## src/rtl/lflt_pkg.sv

```systemverilog
`timescale 1ns / 1ps
// Shared types and constants for the login failure lockout table.
// No dependencies; used by every other file of the block.
package lflt_pkg;

   // Default table depth
   localparam int unsigned LFLT_ENTRIES = 8;

   // Failure counter ceiling
   localparam logic [7:0] COUNT_CEILING = 8'd255;

   // Configuration register reset values
   localparam logic [7:0]  FAILURE_LIMIT_RESET    = 8'd5;
   localparam logic [31:0] LOCKOUT_DURATION_RESET = 32'd60000;

   // Operation codes
   localparam logic [1:0] FUNC_CHECK = 2'd0;
   localparam logic [1:0] FUNC_FAIL  = 2'd1;
   localparam logic [1:0] FUNC_CLEAR = 2'd2;

   // Configuration register indexes
   localparam logic CSR_FAILURE_LIMIT    = 1'b0;
   localparam logic CSR_LOCKOUT_DURATION = 1'b1;

   // Controller states
   typedef enum logic [1:0] {
      ST_IDLE,
      ST_RUN,
      ST_DONE
   } lflt_state_type;

   // Lookup record passed from cell to cell (slot indexes travel beside it)
   typedef struct packed {
      logic        vld;
      logic [1:0]  func;
      logic [31:0] addr;
      logic [31:0] now;
      logic        hit;
      logic [7:0]  hit_fail;
      logic [31:0] hit_lock;
      logic        free;
      logic        old_vld;
      logic [31:0] old_time;
   } lflt_probe_type;

   // Write broadcast from the controller to the cells
   typedef struct packed {
      logic        en_cnt;   // write failure count and lock end
      logic        en_all;   // also set valid, address and last failure
      logic [31:0] addr;
      logic [7:0]  fail;
      logic [31:0] lock_end;
      logic [31:0] last;
   } lflt_wr_type;

endpackage

```

## src/rtl/lflt_cell.sv

```systemverilog
`timescale 1ns / 1ps
// One table slot plus one stage of the lookup chain.
// Depends on lflt_pkg.
module lflt_cell #(
   parameter int unsigned IDX_W    = 3,
   parameter int unsigned CELL_IDX = 0
) (
   input  logic                    clock,
   input  logic                    reset,
   input  lflt_pkg::lflt_probe_type up_probe,
   input  logic [IDX_W-1:0]        up_hit_idx,
   input  logic [IDX_W-1:0]        up_free_idx,
   input  logic [IDX_W-1:0]        up_old_idx,
   input  lflt_pkg::lflt_wr_type   wr,
   input  logic [IDX_W-1:0]        wr_idx,
   output lflt_pkg::lflt_probe_type dn_probe,
   output logic [IDX_W-1:0]        dn_hit_idx,
   output logic [IDX_W-1:0]        dn_free_idx,
   output logic [IDX_W-1:0]        dn_old_idx
);
   import lflt_pkg::*;

   localparam logic [IDX_W-1:0] MY_IDX = IDX_W'(CELL_IDX);

   // Slot contents
   logic        valid_ff;
   logic [31:0] addr_ff;
   logic [7:0]  fail_ff;
   logic [31:0] lock_ff;
   logic [31:0] last_ff;

   // Stage registers toward the next cell
   lflt_probe_type   probe_ff, probe_in;
   logic [IDX_W-1:0] hit_idx_ff, hit_idx_in;
   logic [IDX_W-1:0] free_idx_ff, free_idx_in;
   logic [IDX_W-1:0] old_idx_ff, old_idx_in;

   logic sel;

   assign sel = (wr_idx == MY_IDX);

   // Slot update from the controller
   always_ff @(posedge clock) begin
      if (reset) begin
         valid_ff <= 1'b0;
      end else if (sel && wr.en_all) begin
         valid_ff <= 1'b1;
      end
   end

   always_ff @(posedge clock) begin
      if (sel && wr.en_all) begin
         addr_ff <= wr.addr;
         last_ff <= wr.last;
      end
      if (sel && wr.en_cnt) begin
         fail_ff <= wr.fail;
         lock_ff <= wr.lock_end;
      end
   end

   // Fold this slot into the lookup record
   always_comb begin
      probe_in    = up_probe;
      hit_idx_in  = up_hit_idx;
      free_idx_in = up_free_idx;
      old_idx_in  = up_old_idx;
      // first matching active slot
      if (!up_probe.hit && valid_ff && (addr_ff == up_probe.addr)) begin
         probe_in.hit      = 1'b1;
         probe_in.hit_fail = fail_ff;
         probe_in.hit_lock = lock_ff;
         hit_idx_in        = MY_IDX;
      end
      // first free slot
      if (!up_probe.free && !valid_ff) begin
         probe_in.free = 1'b1;
         free_idx_in   = MY_IDX;
      end
      // oldest last failure, lowest slot wins ties
      if (valid_ff && (!up_probe.old_vld || (last_ff < up_probe.old_time))) begin
         probe_in.old_vld  = 1'b1;
         probe_in.old_time = last_ff;
         old_idx_in        = MY_IDX;
      end
   end

   always_ff @(posedge clock) begin
      if (reset) begin
         probe_ff.vld <= 1'b0;
      end else begin
         probe_ff <= probe_in;
      end
      hit_idx_ff  <= hit_idx_in;
      free_idx_ff <= free_idx_in;
      old_idx_ff  <= old_idx_in;
   end

   assign dn_probe    = probe_ff;
   assign dn_hit_idx  = hit_idx_ff;
   assign dn_free_idx = free_idx_ff;
   assign dn_old_idx  = old_idx_ff;

endmodule

```

## src/rtl/lflt_ctrl.sv

```systemverilog
`timescale 1ns / 1ps
// Sequencer: configuration registers, slot choice and update, response register.
// Depends on lflt_pkg.
module lflt_ctrl #(
   parameter int unsigned IDX_W = 3
) (
   input  logic                    clock,
   input  logic                    reset,
   input  logic                    csr_we,
   input  logic                    csr_index,
   input  logic [31:0]             csr_wdata,
   input  logic                    req_valid,
   output logic                    req_ready,
   input  lflt_pkg::lflt_probe_type tail_probe,
   input  logic [IDX_W-1:0]        tail_hit_idx,
   input  logic [IDX_W-1:0]        tail_free_idx,
   input  logic [IDX_W-1:0]        tail_old_idx,
   output lflt_pkg::lflt_wr_type   wr,
   output logic [IDX_W-1:0]        wr_idx,
   output logic                    rsp_valid,
   input  logic                    rsp_ready,
   output logic                    rsp_locked,
   output logic                    rsp_entry_found,
   output logic [7:0]              rsp_failure_count,
   output logic                    rsp_evicted
);
   import lflt_pkg::*;

   lflt_state_type state_ff, state_in;

   logic [7:0]  limit_ff;
   logic [31:0] duration_ff;

   // Lookup result held for the update
   lflt_probe_type   p_ff;
   logic [IDX_W-1:0] hit_idx_ff, free_idx_ff, old_idx_ff;

   // Response register
   logic       rsp_valid_ff, rsp_valid_in;
   logic       locked_ff, locked_in;
   logic       found_ff, found_in;
   logic [7:0] count_ff, count_in;
   logic       evicted_ff, evicted_in;

   logic        out_free;
   logic        lock_set;
   logic        lock_live;
   logic [7:0]  base_fail;
   logic [7:0]  new_fail;
   logic [31:0] lock_end;

   assign out_free = !rsp_valid_ff || rsp_ready;

   // Configuration registers
   always_ff @(posedge clock) begin
      if (reset) begin
         limit_ff    <= FAILURE_LIMIT_RESET;
         duration_ff <= LOCKOUT_DURATION_RESET;
      end else if (csr_we) begin
         unique case (csr_index)
            CSR_FAILURE_LIMIT:    limit_ff    <= csr_wdata[7:0];
            CSR_LOCKOUT_DURATION: duration_ff <= csr_wdata;
            default: ;
         endcase
      end
   end

   // Capture the record leaving the last cell
   always_ff @(posedge clock) begin
      if (tail_probe.vld) begin
         p_ff        <= tail_probe;
         hit_idx_ff  <= tail_hit_idx;
         free_idx_ff <= tail_free_idx;
         old_idx_ff  <= tail_old_idx;
      end
   end

   // Failure arithmetic
   assign lock_set  = (p_ff.hit_lock != 32'd0);
   assign lock_live = lock_set && (p_ff.now < p_ff.hit_lock);
   assign base_fail = p_ff.hit ? p_ff.hit_fail : 8'd0;
   assign new_fail  = (base_fail < COUNT_CEILING) ? base_fail + 8'd1 : base_fail;
   assign lock_end  = p_ff.now + duration_ff;

   // Next state, slot write and response
   always_comb begin
      state_in     = state_ff;
      req_ready    = 1'b0;
      wr           = '0;
      wr_idx       = hit_idx_ff;
      rsp_valid_in = rsp_valid_ff && !rsp_ready;
      locked_in    = locked_ff;
      found_in     = found_ff;
      count_in     = count_ff;
      evicted_in   = evicted_ff;

      unique case (state_ff)
         ST_IDLE: begin
            req_ready = 1'b1;
            if (req_valid) begin
               state_in = ST_RUN;
            end
         end
         ST_RUN: begin
            if (tail_probe.vld) begin
               state_in = ST_DONE;
            end
         end
         ST_DONE: begin
            if (out_free) begin
               state_in     = ST_IDLE;
               rsp_valid_in = 1'b1;
               locked_in    = 1'b0;
               found_in     = 1'b0;
               count_in     = 8'd0;
               evicted_in   = 1'b0;
               wr.addr      = p_ff.addr;
               wr.last      = p_ff.now;
               unique case (p_ff.func)
                  FUNC_CHECK: begin
                     if (p_ff.hit) begin
                        found_in = 1'b1;
                        if (lock_live) begin
                           locked_in = 1'b1;
                           count_in  = p_ff.hit_fail;
                        end else if (lock_set) begin
                           // expired lock: clear it
                           wr.en_cnt = 1'b1;
                        end else begin
                           count_in = p_ff.hit_fail;
                        end
                     end
                  end
                  FUNC_FAIL: begin
                     found_in  = p_ff.hit;
                     wr.en_cnt = 1'b1;
                     wr.en_all = 1'b1;
                     wr.fail   = new_fail;
                     count_in  = new_fail;
                     if (new_fail >= limit_ff) begin
                        wr.lock_end = lock_end;
                     end else if (p_ff.hit) begin
                        wr.lock_end = p_ff.hit_lock;
                     end
                     if (!p_ff.hit) begin
                        if (p_ff.free) begin
                           wr_idx = free_idx_ff;
                        end else begin
                           wr_idx     = old_idx_ff;
                           evicted_in = 1'b1;
                        end
                     end
                  end
                  FUNC_CLEAR: begin
                     if (p_ff.hit) begin
                        found_in  = 1'b1;
                        wr.en_cnt = 1'b1;
                     end
                  end
                  default: ;
               endcase
            end
         end
         default: state_in = ST_IDLE;
      endcase
   end

   always_ff @(posedge clock) begin
      if (reset) begin
         state_ff     <= ST_IDLE;
         rsp_valid_ff <= 1'b0;
      end else begin
         state_ff     <= state_in;
         rsp_valid_ff <= rsp_valid_in;
      end
      locked_ff  <= locked_in;
      found_ff   <= found_in;
      count_ff   <= count_in;
      evicted_ff <= evicted_in;
   end

   assign rsp_valid         = rsp_valid_ff;
   assign rsp_locked        = locked_ff;
   assign rsp_entry_found   = found_ff;
   assign rsp_failure_count = count_ff;
   assign rsp_evicted       = evicted_ff;

endmodule

```

## src/rtl/login_failure_lockout_table_top.sv

```systemverilog
`timescale 1ns / 1ps
// Login failure lockout table: per-client failed login tracking with lockout.
// Channels: req_ (func, client_addr, now_ms) in, rsp_ (locked, entry_found,
// failure_count, evicted) out, both valid/ready; one response per transaction.
// csr_ write port: index 0 failure limit (8 bits), index 1 lockout duration
// in ms (32 bits); write only while no transaction is in flight.
// Operation: an accepted request enters a chain of ENTRIES slot cells and
// walks one cell per cycle, collecting the matching slot, the first free slot
// and the oldest slot. The controller then writes the chosen slot where the
// operation calls for it, and loads the response register.
// The record passes the cell registers, the controller's capture register and
// the response register before rsp_valid rises. One transaction is in flight
// at a time; a new request is taken only once the update has been made, so the
// block cannot take a new request before it is through with the last one.
// A waiting response does not block the next request; the update of that
// next request holds until the response register is free.
// Reset (synchronous) marks all slots empty, restores limit 5 and duration
// 60000 ms, and drops rsp_valid. Depends on lflt_pkg, lflt_cell, lflt_ctrl.
module login_failure_lockout_table_top #(
   parameter int unsigned ENTRIES = lflt_pkg::LFLT_ENTRIES
) (
   input  logic        clock,
   input  logic        reset,
   input  logic        csr_we,
   input  logic        csr_index,
   input  logic [31:0] csr_wdata,
   input  logic        req_valid,
   output logic        req_ready,
   input  logic [1:0]  req_func,
   input  logic [31:0] req_client_addr,
   input  logic [31:0] req_now_ms,
   output logic        rsp_valid,
   input  logic        rsp_ready,
   output logic        rsp_locked,
   output logic        rsp_entry_found,
   output logic [7:0]  rsp_failure_count,
   output logic        rsp_evicted
);
   import lflt_pkg::*;

   localparam int unsigned IDX_W = (ENTRIES > 1) ? $clog2(ENTRIES) : 1;

   lflt_probe_type   head_probe;
   lflt_probe_type   probe_chain    [ENTRIES+1];
   logic [IDX_W-1:0] hit_idx_chain  [ENTRIES+1];
   logic [IDX_W-1:0] free_idx_chain [ENTRIES+1];
   logic [IDX_W-1:0] old_idx_chain  [ENTRIES+1];

   lflt_wr_type      wr;
   logic [IDX_W-1:0] wr_idx;

   // Head of the chain: a fresh lookup record for the accepted request
   always_comb begin
      head_probe      = '0;
      head_probe.vld  = req_valid && req_ready;
      head_probe.func = req_func;
      head_probe.addr = req_client_addr;
      head_probe.now  = req_now_ms;
   end

   assign probe_chain[0]    = head_probe;
   assign hit_idx_chain[0]  = '0;
   assign free_idx_chain[0] = '0;
   assign old_idx_chain[0]  = '0;

   // Row of slot cells
   for (genvar g = 0; g < ENTRIES; g++) begin : g_cell
      lflt_cell #(
         .IDX_W    (IDX_W),
         .CELL_IDX (g)
      ) u_cell (
         .clock       (clock),
         .reset       (reset),
         .up_probe    (probe_chain[g]),
         .up_hit_idx  (hit_idx_chain[g]),
         .up_free_idx (free_idx_chain[g]),
         .up_old_idx  (old_idx_chain[g]),
         .wr          (wr),
         .wr_idx      (wr_idx),
         .dn_probe    (probe_chain[g+1]),
         .dn_hit_idx  (hit_idx_chain[g+1]),
         .dn_free_idx (free_idx_chain[g+1]),
         .dn_old_idx  (old_idx_chain[g+1])
      );
   end

   // Sequencer and response register
   lflt_ctrl #(
      .IDX_W (IDX_W)
   ) u_ctrl (
      .clock             (clock),
      .reset             (reset),
      .csr_we            (csr_we),
      .csr_index         (csr_index),
      .csr_wdata         (csr_wdata),
      .req_valid         (req_valid),
      .req_ready         (req_ready),
      .tail_probe        (probe_chain[ENTRIES]),
      .tail_hit_idx      (hit_idx_chain[ENTRIES]),
      .tail_free_idx     (free_idx_chain[ENTRIES]),
      .tail_old_idx      (old_idx_chain[ENTRIES]),
      .wr                (wr),
      .wr_idx            (wr_idx),
      .rsp_valid         (rsp_valid),
      .rsp_ready         (rsp_ready),
      .rsp_locked        (rsp_locked),
      .rsp_entry_found   (rsp_entry_found),
      .rsp_failure_count (rsp_failure_count),
      .rsp_evicted       (rsp_evicted)
   );

endmodule

```

## config.mk

```make
export PLATFORM = sky130hd
export DESIGN_NAME = login_failure_lockout_table_top
export DESIGN_NICKNAME = d
export VERILOG_FILES = /design/src/rtl/lflt_pkg.sv /design/src/rtl/lflt_cell.sv /design/src/rtl/lflt_ctrl.sv /design/src/rtl/login_failure_lockout_table_top.sv
export SDC_FILE = /design/constraint.sdc
export NUM_CORES = 2
export LEC_CHECK = 0
export BUFFER_PORTS_ARGS = -buffer_cell sky130_fd_sc_hd__buf_4
export CAP_MARGIN = 20
export CORE_MARGIN = 3
export CORE_UTILIZATION = 60
export DETAILED_ROUTE_END_ITERATION = 10
export PLACE_DENSITY = 0.76
export SKIP_LAST_GASP = 1
export SLEW_MARGIN = 10
export SYNTH_ARGS = -nofsm -noshare
export SYNTH_HDL_FRONTEND = slang
export SYNTH_SLANG_ARGS = --single-unit
```

## constraint.sdc

```tcl
create_clock -name clock -period 51.3 [get_ports clock]
set_input_delay 10.26 -clock clock [delete_from_list [all_inputs] [get_ports clock]]
set_output_delay 10.26 -clock clock [all_outputs]
set_load 0.005 [all_outputs]
```

## Yosys cells after proc, flatten, opt, wreduce, memory -nomap -nowiden

Cells that the tools add are included.

- $add $sub $neg: 2
- Order comparisons: 10
- Equal/unequal tests: 22
- Muxes and demuxes: 51
- Bitwise logic cells: 2
- Reduce and logical (&&, ||, !) cells: 97

Operators with widths:

| kind | count |
|---|---|
| two-way mux 40 bit | 8 |
| == test 32 bit | 8 |
| less-than comparator 32 bit | 8 |
| two-way mux 32 bit | 8 |
| two-way mux 106 bit | 2 |
| logical AND 1 bit | 48 |
| two-way mux 41 bit | 1 |
| two-way mux 8 bit | 5 |
| two-way mux 33 bit | 1 |
| adder 32 bit | 1 |
| nonzero test 32 bit | 1 |
| zero test 1 bit | 30 |
| case mux 8 bit (2 select lines) | 1 |
| two-way mux 3 bit | 5 |
| two-way mux 1 bit | 14 |
| == test 3 bit, second input constant | 4 |
| adder 8 x 1 -> 8 bit, second input constant | 1 |
| >= comparator 8 bit | 1 |
| logical OR 1 bit | 8 |
| less-than comparator 8 bit, second input constant | 1 |
| AND reduction 2 bit | 4 |
| == test 3 x 2 -> 1 bit, second input constant | 2 |
| two-way mux 2 bit | 3 |
| case mux 2 bit (3 select lines) | 1 |
| 12 further kinds | 18 |

- Bits in registers: 2165
- Input bits: 104
- Output and inout port bits: 13
- Word-level logic and storage cells: 341

## Logic depth before layout (Yosys ltp)

- Word-level depth: 9
- Depth in mapped cells: 22
- Gate-level depth less buffers: 17

## Modules after synthesis

Synthesis repeated with hierarchy kept, for this count alone.

- Cell total of the unflattened synthesis: 4983
- Area total of the unflattened synthesis: 88188.3 sq um

By module, submodules not included:

| module | times used | cells each | area each (sq um) | seq. area each (sq um) |
|---|---|---|---|---|
| lflt_cell (g_cell[1].u_cell ...) | 5 | 509 | 9818.2 | 7577.3 |
| lflt_cell (g_cell[7].u_cell) | 1 | 508 | 9962.1 | 7577.3 |
| lflt_cell (g_cell[0].u_cell) | 1 | 509 | 9863.2 | 7577.3 |
| lflt_cell (g_cell[2].u_cell) | 1 | 509 | 9851.9 | 7577.3 |
| lflt_ctrl | 1 | 910 | 9410.3 | 4704.5 |
| login_failure_lockout_table_top | 1 | 2 | 10.0 | 0.0 |

## Least setup slack after synthesis

No wires, ideal clock.

- Kind: input to register
- From: input reset
- To: register g_cell[0].u_cell.probe_ff, in the netlist g_cell[0].u_cell.dn_probe[0], enable pin
- Library setup time: 8.416 ns
- Data arrival time: 30.223 ns
- Required time: 42.884 ns
- Setup slack: 12.660 ns
- Cell stages on the path: 2
- Buffers on the path: 1
- Path through: clkbuf_1 clkinv_1

RTL lines:

| what | line | RTL |
|---|---|---|
| start: declaration | login_failure_lockout_table_top.sv:23 | `input logic reset,` |
| end signal: assignment | lflt_cell.sv:92 | `probe_ff <= probe_in;` |
| end: declaration | lflt_cell.sv:33 | `lflt_probe_type probe_ff, probe_in;` |

No word-level cell between the ends.

## Worst setup path after layout

- From: input reset
- To: register g_cell[5].u_cell.probe_ff, in the netlist g_cell[5].u_cell.dn_probe[87], enable pin

RTL lines:

| what | line |
|---|---|
| end signal: assignment | lflt_cell.sv:92 |
| end: declaration | lflt_cell.sv:33 |

No word-level cell between the ends.

==> qor.yml <==
maxCapViolations: 0
core_mm2: 0.1380
synthAdderAreaFrac_pct: 4.334
max-slew-margin-rel_pct: 11.32
p_int_mw: 2.863
final_hold_viol_count: 0
yosys-top-cells-count: "2055 x edfxtp_1, 445 x mux2_2, 288 x ha_1"
worst_path_largest_cell_delay_ns: 0.91
yosysTopAreaCellShare_pct: 73.81
worstMarginPinSlew_ns: 1.330
drc: 0
synth_cells: 4741
power.switching_mw: 0.7263
clock_latency_ns: 0.83
critPathArrivalTime_ns: 14.87
pin_count: 117
cts_tree: "yes"
crit_path_top_delay_cell: "buf_4"
wl_met3_mm: 17.44
synth_compound_area_share_pct: 3.243
yosys_warnings: 0
ys_seq_area_share_pct: 76.45
swShare_pct: 20.23
synth_xor_area_share_pct: 2.996
synth_edf_count: 2055
crit_chain: "buf_4 > inv_8 > buf_4 > buf_12 > buf_4 > buf_4"
hold_start: "g_cell[7].u_cell.dn_hit_idx[1]$_SDFF_PP1_"
peakVddDrop_mv: 0.03157
wl_met1_mm: 73.27
crit_type: "primary input to register"
synth_largest_area_cell: "edfxtp_1"
finalMaxSlewViolations: 0
grt_pass1_wl_mm: 266.1
dr.pass1.iters: 7
outcome: "finished, final reports clean"
synth_fp_nets: 5134
setup_violations: 0
dr.first_iter.drc_count: 4731
grt_max_degree: 194
dieWidth_um: 379.3
cp-end-kind: "register"
overflow: 0
clkPwrFrac_pct: 41.4
track_usage_pct: 25.42
die_h_um: 379.3
synth_area_mm2: 0.08360
synth_cell_types: 66
muxShareOfSynthArea_pct: 6.527
holdBufCountCts: 0
power_frac_seq_pct: 55.9
hpwl_mm: 112.1
clock_sinks: 2165
crit_fanout: 181
post_cts_buffers: 0
dr.max_layer_used: "met5"
initial_utilization_pct: 60.58
wl_met2_mm: 83.63
start_kind: "primary input"
fin_skew_ns: 0.03526
power_density_mw_per_mm2: 38.31
crit_start: "reset"
post-route-period-util_pct: 28.11
p_leak_nw: 34.57
holdWs_ns: 0.3971
cts_made_buffers: 203
r2r-start: "u_ctrl.p_ff[74]$_DFFE_PP_"
final_util_pct: 67.90
synth_top_family_by_area: "multiplexers"
fin_cells: 7062
yosys_register_bits: 2165
fmax_mhz: 69.34
layout.nets: 5410
cp.required_ns: 51.75
post_cts_resized: 0
clkTransAtPathRegs_ns: 0.07
post_drt_wl_per_cell_um: 25.59
via_per_inst: 5.957
synthArstFlopShare_pct: 0
yosysMostFrequentCell: "edfxtp_1"
drt-total-wl_mm: 180.7
cts_buffer_depth: 3
post-route-cell-area_mm2: 0.09370
dp_cells: 6674
antenna_found_initial: 13
first_global_vias: 41750
core.rowCount: 136
period_needed_ns: 14.42
rsz0062_at_grt: "no"
yosys.area_share.simple_pct: 4.623
p_comb_share_pct: 2.7
synth.avg_cell_area_um2: 17.63
hold_path_class: "register to register"
htree_levels: 4
drive_gt1_share_pct: 19.82
synth_flop_cell: "edfxtp_1"
fin_tns_setup_ns: 0
port_buffers: 116
place.gp.congestion: 0.8473
die-area_mm2: 0.1439
drtAntennaViolNets: 0
area_growth_syn_to_layout_pct: 12.08
ctsRootBufferMaster: "clkbuf_16"
vias: 42070
synth_area_leaders: "edfxtp_1 74%, mux2_2 6.0%, ha_1 4.3%, dfxtp_1 2.6%, xor2_1 2.1%"
crit_top_cell: "buf_4"
place_area_mm2: 0.08696
cell usage in the layout (no fill, tap or decap), types with 70 or more instances in the layout:
cell type / count
xnor2_1: 82
clkbuf_16: 207
xor2_1: 204
mux2_2: 445
a21oi_1: 155
inv_1: 277
ha_1: 288
dfxtp_1: 109
and3_1: 72
buf_4: 167
edfxtp_1: 2055
a21o_1: 110
and2_1: 82
nand2_1: 183
nor2_1: 70
sequential cells by signal, indices dropped and copies added (netlist names), 3 cells and up:
register	flops
g_cell.u_cell.addr_ff	256
g_cell.u_cell.dn_free_idx	17
g_cell.u_cell.dn_hit_idx	17
g_cell.u_cell.dn_old_idx	17
g_cell.u_cell.dn_probe	1103
g_cell.u_cell.fail_ff	64
g_cell.u_cell.last_ff	256
g_cell.u_cell.lock_ff	256
g_cell.u_cell.valid_ff	8
u_ctrl.duration_ff	32
u_ctrl.free_idx_ff	3
u_ctrl.hit_idx_ff	3
u_ctrl.limit_ff	8
u_ctrl.old_idx_ff	3
u_ctrl.p_ff	108
u_ctrl.rsp_failure_count	8
stage by stage:
step / setup WS (ns) / power [mW]
after CTS: 36.96 / 3.611
final: 36.88 / 3.590
after global placement: 36.11 / 2.135
after detailed placement: 36.01 / 2.140
after floorplan: 12.66 / 2.138
after global routing: 36.61 / 3.695
layer usage:
metal | up-vias | GRT usage [%]
li1 | 18500 | -
met1 | 21300 | 36.22
met2 | 1871 | 39.07
met3 | 387 | 5.746
met4 | 12 | 9.021
met5 | - | 0
kinds of logic (layout without fill, tap and decap cells):
group | count (synthesis) | after routing
other cells | 0 | 8
mux | 476 | 476
xor+xnor | 286 | 286
flops | 2165 | 2165
compound gates | 421 | 421
simple gates | 727 | 727
buf+inv | 377 | 827
fa+ha+maj | 289 | 289
layout make-up:
class / count / area [um2]
Inverter: 278 / 1051
Tap cell: 1863 / 2331
Fill cell: 8794 / 44300
Clock buffer: 271 / 5590
Clock inverter: 108 / 1101
Timing Repair Buffer: 170 / 1321
Antenna cell: 8 / 20.02
Sequential cell: 2165 / 63920
Multi-Input combinational cell: 2199 / 18370
power by group through the flow:
stage,sequential (mW),combinational (mW),clock [mW]
after floorplan,2.07,0.0641,0
after global placement,2.04,0.0943,0
after detailed placement,2.04,0.0971,0
after CTS,2.01,0.0984,1.51
after global routing,2.01,0.108,1.58
final,2.01,0.0985,1.49
critical path: cells and delay by family:
family | cells | cell delay [ns]
buffers and inverters | 6 | 4.17
path summary, 6_finish.rpt:
check	end	slack [ns]	cells past startpoint
worst min register to register	u_ctrl.hit_idx_ff[1]$_DFFE_PP_	0.40	0
worst max-delay path	g_cell[5].u_cell.dn_probe[87]$_DFFE_PN_	36.88	6
worst max register to register	g_cell[2].u_cell.lock_ff[20]$_DFFE_PP_	45.69	19
worst min-delay path	u_ctrl.hit_idx_ff[1]$_DFFE_PP_	0.40	0
No activity file was read; power rests on OpenSTA's default activity.
